### src/rtl/core/assert_macros.svh
// Assertion helpers for the RTL of the 4x4 matrix inverse.
// Each macro expands to one labeled concurrent assertion on a clock and an active-low reset.
`ifndef ASSERT_MACROS_SVH
`define ASSERT_MACROS_SVH

// The property must hold at every clock edge outside reset.
`define ASSERT_CLK(lbl, clk, rstn, prop, msg) \
    lbl: assert property (@(posedge clk) disable iff (!rstn) prop) else $error(msg);

// The condition must never be true outside reset.
`define ASSERT_NEVER(lbl, clk, rstn, expr, msg) \
    lbl: assert property (@(posedge clk) disable iff (!rstn) !(expr)) else $error(msg);

`endif

### src/rtl/core/mi4_pkg.sv
// Shared types and tables for the 4x4 matrix inverse.
// No dependencies; used by mi4_lane and matrix_inverse_4x4.
`timescale 1ns / 1ps

package mi4_pkg;

    localparam int NUM_LANES = 4;
    localparam int NUM_TERMS = 6;

    typedef struct packed {
        logic go_minor;
        logic go_det;
        logic go_div;
    } lane_cmd_t;

    // Column picked in minor rows 2, 1 and 0 for one term of the 3x3 expansion.
    function automatic logic [5:0] perm_cols(input logic [2:0] term);
        logic [5:0] cols;
        case (term)
            3'd0: cols = {2'd2, 2'd1, 2'd0};
            3'd1: cols = {2'd1, 2'd2, 2'd0};
            3'd2: cols = {2'd2, 2'd0, 2'd1};
            3'd3: cols = {2'd0, 2'd2, 2'd1};
            3'd4: cols = {2'd1, 2'd0, 2'd2};
            3'd5: cols = {2'd0, 2'd1, 2'd2};
            default: cols = {2'd2, 2'd1, 2'd0};
        endcase
        return cols;
    endfunction

    // Odd permutations enter the 3x3 determinant with a minus sign.
    function automatic logic perm_neg(input logic [2:0] term);
        logic neg;
        case (term)
            3'd1, 3'd2, 3'd5: neg = 1'b1;
            default: neg = 1'b0;
        endcase
        return neg;
    endfunction

endpackage

### src/rtl/core/mi4_lane.sv
// One lane of the inverse: 3x3 minor, its share of the determinant and one divide.
// Depends on mi4_pkg; instantiated four times by matrix_inverse_4x4.
`timescale 1ns / 1ps

module mi4_lane
    import mi4_pkg::*;
#(
    parameter int ELEMENT_BITS  = 16,
    parameter int FRACTION_BITS = 8,
    localparam int DW = 4 * ELEMENT_BITS + 2
) (
    input  logic                           aclk,
    input  logic                           aresetn,
    input  lane_cmd_t                      cmd,
    input  logic                           cof_neg,
    input  logic signed [ELEMENT_BITS-1:0] m0 [3],
    input  logic signed [ELEMENT_BITS-1:0] m1 [3],
    input  logic signed [ELEMENT_BITS-1:0] m2 [3],
    input  logic signed [ELEMENT_BITS-1:0] pivot,
    input  logic signed [DW-1:0]           det,
    output logic                           done,
    output logic signed [DW-1:0]           prod,
    output logic signed [ELEMENT_BITS-1:0] quot
);

    localparam int E   = ELEMENT_BITS;
    localparam int CW  = 3 * E + 1;
    localparam int NW  = 3 * E + 2 * FRACTION_BITS;
    localparam int BW  = $clog2(E);
    localparam int NCW = $clog2(NW);
    localparam logic [BW-1:0]  BIT_TOP = BW'(E - 1);
    localparam logic [NCW-1:0] CNT_TOP = NCW'(NW - 1);
    localparam logic [E:0]     LIM_POS = (E + 1)'((64'd1 << (E - 1)) - 64'd1);
    localparam logic [E:0]     LIM_NEG = (E + 1)'(64'd1 << (E - 1));
    localparam logic [2:0]     LAST_TERM = 3'(NUM_TERMS - 1);

    typedef enum logic [1:0] {L_IDLE, L_MUL, L_ACC, L_DIV} lane_state_t;
    typedef enum logic [1:0] {MP_AB, MP_C, MP_PIVOT} mul_pass_t;

    lane_state_t           state_reg;
    mul_pass_t             pass_reg;
    logic signed [DW-1:0]  x_reg;
    logic [E-1:0]          y_reg;
    logic [BW-1:0]         bit_reg;
    logic signed [DW-1:0]  acc_reg;
    logic [2:0]            term_reg;
    logic signed [CW-1:0]  sum_reg;
    logic signed [CW-1:0]  cof_reg;
    logic [NW-1:0]         num_reg;
    logic [DW-2:0]         den_reg;
    logic [DW-2:0]         rem_reg;
    logic [E:0]            q_reg;
    logic                  ovf_reg;
    logic                  neg_reg;
    logic [NCW-1:0]        cnt_reg;
    logic                  done_reg;
    logic signed [DW-1:0]  prod_reg;
    logic signed [E-1:0]   quot_reg;

    logic signed [DW-1:0]  mul_add;
    logic signed [DW-1:0]  acc_step;
    logic signed [CW-1:0]  term_acc;
    logic [2:0]            term_sel;
    logic [5:0]            cols;
    logic signed [E-1:0]   a_sel;
    logic signed [E-1:0]   b_sel;
    logic signed [E-1:0]   c_sel;
    logic [CW-1:0]         cof_abs;
    logic [DW-1:0]         det_abs;
    logic [DW-1:0]         rem_sh;
    logic                  div_ge;
    logic [DW-1:0]         rem_sub;
    logic [E:0]            q_next;
    logic                  ovf_next;
    logic signed [E-1:0]   quot_sat;

    always_comb begin
        mul_add = y_reg[bit_reg] ? x_reg : '0;
        if (bit_reg == BIT_TOP) begin
            acc_step = y_reg[E-1] ? -x_reg : '0;
        end else begin
            acc_step = (acc_reg <<< 1) + mul_add;
        end
        term_acc = perm_neg(term_reg) ? sum_reg - CW'(acc_reg) : sum_reg + CW'(acc_reg);

        case (state_reg)
            L_IDLE:  term_sel = 3'd0;
            L_ACC:   term_sel = term_reg + 3'd1;
            default: term_sel = term_reg;
        endcase
        cols  = perm_cols(term_sel);
        a_sel = m0[cols[1:0]];
        b_sel = m1[cols[3:2]];
        c_sel = m2[cols[5:4]];

        cof_abs  = cof_reg[CW-1] ? CW'(-cof_reg) : CW'(cof_reg);
        det_abs  = det[DW-1] ? DW'(-det) : DW'(det);
        rem_sh   = {rem_reg, num_reg[NW-1]};
        div_ge   = rem_sh >= {1'b0, den_reg};
        rem_sub  = div_ge ? rem_sh - {1'b0, den_reg} : rem_sh;
        q_next   = {q_reg[E-1:0], div_ge};
        ovf_next = ovf_reg | q_reg[E];

        if (neg_reg) begin
            if (ovf_next || q_next > LIM_NEG) begin
                quot_sat = E'(LIM_NEG);
            end else begin
                quot_sat = -$signed(q_next[E-1:0]);
            end
        end else begin
            if (ovf_next || q_next > LIM_POS) begin
                quot_sat = E'(LIM_POS);
            end else begin
                quot_sat = $signed(q_next[E-1:0]);
            end
        end
    end

    always_ff @(posedge aclk) begin
        if (!aresetn) begin
            state_reg <= L_IDLE;
            done_reg  <= 1'b0;
        end else begin
            done_reg <= 1'b0;
            case (state_reg)
                L_IDLE: begin
                    if (cmd.go_minor) begin
                        sum_reg   <= '0;
                        term_reg  <= 3'd0;
                        x_reg     <= DW'(a_sel);
                        y_reg     <= b_sel;
                        bit_reg   <= BIT_TOP;
                        pass_reg  <= MP_AB;
                        state_reg <= L_MUL;
                    end else if (cmd.go_det) begin
                        x_reg     <= DW'(cof_reg);
                        y_reg     <= pivot;
                        bit_reg   <= BIT_TOP;
                        pass_reg  <= MP_PIVOT;
                        state_reg <= L_MUL;
                    end else if (cmd.go_div) begin
                        num_reg   <= NW'(cof_abs[3*E-1:0]) << (2 * FRACTION_BITS);
                        den_reg   <= det_abs[DW-2:0];
                        rem_reg   <= '0;
                        q_reg     <= '0;
                        ovf_reg   <= 1'b0;
                        neg_reg   <= cof_reg[CW-1] ^ det[DW-1];
                        cnt_reg   <= CNT_TOP;
                        state_reg <= L_DIV;
                    end
                end
                L_MUL: begin
                    // Shift-and-add over the bits of y, most significant first.
                    acc_reg <= acc_step;
                    bit_reg <= bit_reg - 1'b1;
                    if (bit_reg == '0) begin
                        case (pass_reg)
                            MP_AB: begin
                                x_reg    <= acc_step;
                                y_reg    <= c_sel;
                                bit_reg  <= BIT_TOP;
                                pass_reg <= MP_C;
                            end
                            MP_C: begin
                                state_reg <= L_ACC;
                            end
                            default: begin
                                prod_reg  <= acc_step;
                                done_reg  <= 1'b1;
                                state_reg <= L_IDLE;
                            end
                        endcase
                    end
                end
                L_ACC: begin
                    if (term_reg == LAST_TERM) begin
                        cof_reg   <= cof_neg ? -term_acc : term_acc;
                        done_reg  <= 1'b1;
                        state_reg <= L_IDLE;
                    end else begin
                        sum_reg   <= term_acc;
                        term_reg  <= term_reg + 3'd1;
                        x_reg     <= DW'(a_sel);
                        y_reg     <= b_sel;
                        bit_reg   <= BIT_TOP;
                        pass_reg  <= MP_AB;
                        state_reg <= L_MUL;
                    end
                end
                L_DIV: begin
                    // Restoring division, one quotient bit per cycle.
                    rem_reg <= rem_sub[DW-2:0];
                    num_reg <= num_reg << 1;
                    q_reg   <= q_next;
                    ovf_reg <= ovf_next;
                    cnt_reg <= cnt_reg - 1'b1;
                    if (cnt_reg == '0) begin
                        quot_reg  <= quot_sat;
                        done_reg  <= 1'b1;
                        state_reg <= L_IDLE;
                    end
                end
                default: state_reg <= L_IDLE;
            endcase
        end
    end

    assign done = done_reg;
    assign prod = prod_reg;
    assign quot = quot_reg;

endmodule

### config.mk
export PLATFORM = sky130hd
export DESIGN_NAME = mi4_lane
export DESIGN_NICKNAME = d
export VERILOG_FILES = /design/src/rtl/core/assert_macros.svh /design/src/rtl/core/mi4_pkg.sv /design/src/rtl/core/mi4_lane.sv
export SDC_FILE = /design/constraint.sdc
export NUM_CORES = 2
export LEC_CHECK = 0
export BUFFER_PORTS_ARGS = -buffer_cell sky130_fd_sc_hd__buf_2
export CAP_MARGIN = 20
export CELL_PAD_IN_SITES_DETAIL_PLACEMENT = 1
export CELL_PAD_IN_SITES_GLOBAL_PLACEMENT = 2
export CORE_MARGIN = 3
export CORE_UTILIZATION = 31
export DETAILED_ROUTE_END_ITERATION = 10
export PLACE_DENSITY_LB_ADDON = 0.1
export SYNTH_ARGS = -nofsm -noshare
export SYNTH_HDL_FRONTEND = slang
export SYNTH_SLANG_ARGS = --single-unit
### constraint.sdc
create_clock -name aclk -period 14.8 [get_ports aclk]
set_clock_uncertainty 0.1 [all_clocks]
set_input_delay 0.74 -clock aclk [delete_from_list [all_inputs] [get_ports aclk]]
set_output_delay 0.74 -clock aclk [all_outputs]
set_load 0.02 [all_outputs]
==> run summary <==
status: finished, final reports clean
wire length per cell: 23.5 microns
clock sinks: 542
Least-Margin Pin Slew: 1.12 ns
RSZ-0062 raised after global routing: false
M3 GR Usage: 2.50%
critical path endpoint category: register
drt total wl: 141 mm
Via density: 5.37
Final TNS setup: 0 ns
Clock Tree Buf Depth: 3
Leak: 16.9 nW
Slew Viols, Final: 0
cell taking the most area after synthesis: edfxtp_1
Synth Instances: 4083
worst-path fanout max: 16
Post-Syn Area per Cell: 9.47 sq um
drt pass-1 iters: 5
Yosys cell types: 96
largest net degree at the start of global routing: 138
top-area cell type share of the netlist area: 41.8%
Area Growth Syn to Fin: 14.7%
Critical Path AT: 7.61 ns
post-route clock period utilization: 49.5%
via count: 32200
clock-pin slew on the worst setup and hold paths: 0.06 ns
core area: 123000 sq um
Syn Nets: 4514
post-CTS setup buffer count: 0
GPL Wtd Cong: 0.837
Final Non-Filler Cells: 6006
DP HPWL: 108 mm
Die X: 359 microns
Max Clk Rate: 137 MHz
Post-CTS Hold Buffers: 0
Remaining DRCs: 0
initial antenna violation count: 14
commonest cells in the netlist: edfxtp_1, nand2_1, a21oi_1, nor2_1, xnor2_1
WS Path Type: reg2reg
top-count cell post-synth: edfxtp_1
CP startpoint kind: register
die height: 359 microns
htree depth: 3
minimum clock period: 7.32 ns
Gates resized, CTS repair: 0
row cnt: 128
Synth Register Bits: 542
DIE AREA: 129000 sq um
IO Pins: 315
share of layout cells above drive strength 1: 12.1%
total grt overflow: 0
placed cells: 5870
PD cells: 203 nW/um^2
Seq/Total Area, Yosys: 42.0%
port bufs: 314
Overall Global Routing Usage: 21.3%
Post-Synthesis Cell Area: 38700 sq um
Post-Layout Inst Area: 44400 sq um
nets@finish: 4751
placed cell area: 42000 sq um
number of CTS-inserted buffers: 72
maxcap violations: 0
# setup viols final: 0
FFs w/ async S/R, synth: 0%
reg-to-reg setup timing slack: 7.48 ns
vias in the first global route: 33400
Top FF cell, synth: edfxtp_1
TritonCTS clock tree: done
DR iter-0 viols: 1904
CTS root buffer: clkbuf_16
worst skew pair latency: 0.65 ns
Ys Warns: 0
Routed Antenna Nets: 0
GR met1 Demand/Resource: 30.7%
final hold vios: 0
busiest grt layer: met2
worst vdd ir: 0.0000808 V
Post-synth EDFFs: 539
top cells by area, synth: edfxtp_1, ha_1, xnor2_1
HP Class: in2reg
relative slew slack: 24.9%
met2 Use GR: 33.9%
CP Data Required Time: 15.09 ns
first-pass GRT wire length: 213 mm
initial core utilization: 31.5%
==> logic make-up after synthesis <==
logic type | Yosys count | share of synthesized area, %
AO/OA/AOI/OAI | 1199 | 20.1
XOR/XNOR | 423 | 9.58
adder cells (fa/ha/maj) | 199 | 6.50
buffers and inverters | 363 | 3.59
flip-flops | 542 | 42.0
multiplexers | 54 | 1.56
AND/OR/NAND/NOR | 1303 | 16.7
==> worst max-delay path: stages (launching register included) <==
cell and delay, ns:
edfxtp_1 0.40, ha_1 0.42, a21o_1 0.26, a311o_1 0.36
o22ai_1 0.23, a311oi_1 0.15, o21ai_0 0.45, a31oi_1 0.18
o31ai_1 0.27, nand3_2 0.13, inv_2 0.21, ha_1 0.21
nand2b_1 0.12, or4_1 0.45, or3_1 0.36, or3_1 0.36
or3_1 0.35, or3_1 0.35, o21ai_1 0.13, nand3b_1 0.46
a211oi_1 0.52, nand2_1 0.27, o221a_2 0.32
==> cell type report <==
| cell class | instances | area, sq um |
|---|---|---|
| clock inverter | 36 | 399 |
| multi-input combinational | 3178 | 21100 |
| inverter | 161 | 604 |
| timing repair buffer | 365 | 1990 |
| clock buffer | 92 | 1940 |
| fill | 14100 | 78500 |
| sequential | 542 | 16200 |
| antenna | 7 | 17.5 |
| tap | 1625 | 2030 |
==> final timing paths <==
check	startpoint	to	depth (start not counted)
min	det[59]	den_reg[59]	2
min reg2reg	num_reg[37]	num_reg[38]	2
max	rem_reg[16]	quot[2]	22
max reg2reg	rem_reg[16]	quot[2]	22
==> per-stage QoR <==
step / setup slack [ns] / hold WS, ns / power [mW] / utilization [%]
after detailed placement: 7.48 / 0.416 / 7.22 / 34.2
after global placement: 7.54 / 0.410 / 7.21 / 34.2
after CTS: 7.46 / 0.236 / 9.06 / 36.1
final: 7.48 / 0.297 / 8.99 / 36.1
after floorplan: 2.98 / 0.400 / 5.75 / -
after global routing: 6.97 / 0.280 / 9.66 / 36.1
==> layout by cell type, fill, tap and decap left out, types with 52 or more instances in the layout <==
master / n
nand2_1: 373
nand3_1: 64
a221o_1: 52
inv_1: 158
xor2_1: 153
ha_1: 195
xnor2_1: 269
nor3_1: 87
nand4_1: 52
a21o_1: 128
buf_2: 314
a21oi_1: 339
or3_1: 59
and2_1: 128
nor2_1: 294
clkbuf_16: 73
o21ai_0: 264
edfxtp_1: 539
o31ai_1: 69
==> per-layer routing <==
| layer | up-vias | routed length (microns) |
|---|---|---|
| li1 | 15600 | - |
| met1 | 16000 | 69900 |
| met2 | 473 | 63400 |
| met3 | 165 | 4120 |
| met4 | 0 | 3600 |
| met5 | - | 0 |
==> power breakdown <==
group          total [mW]  internal (mW)  switching, mW
Clock                1.77           1.05          0.724
Sequential           2.43           2.21          0.224
Combinational        4.79           1.72           3.06
Total                8.99           4.98           4.01
Power figures use the tool's default switching activity.
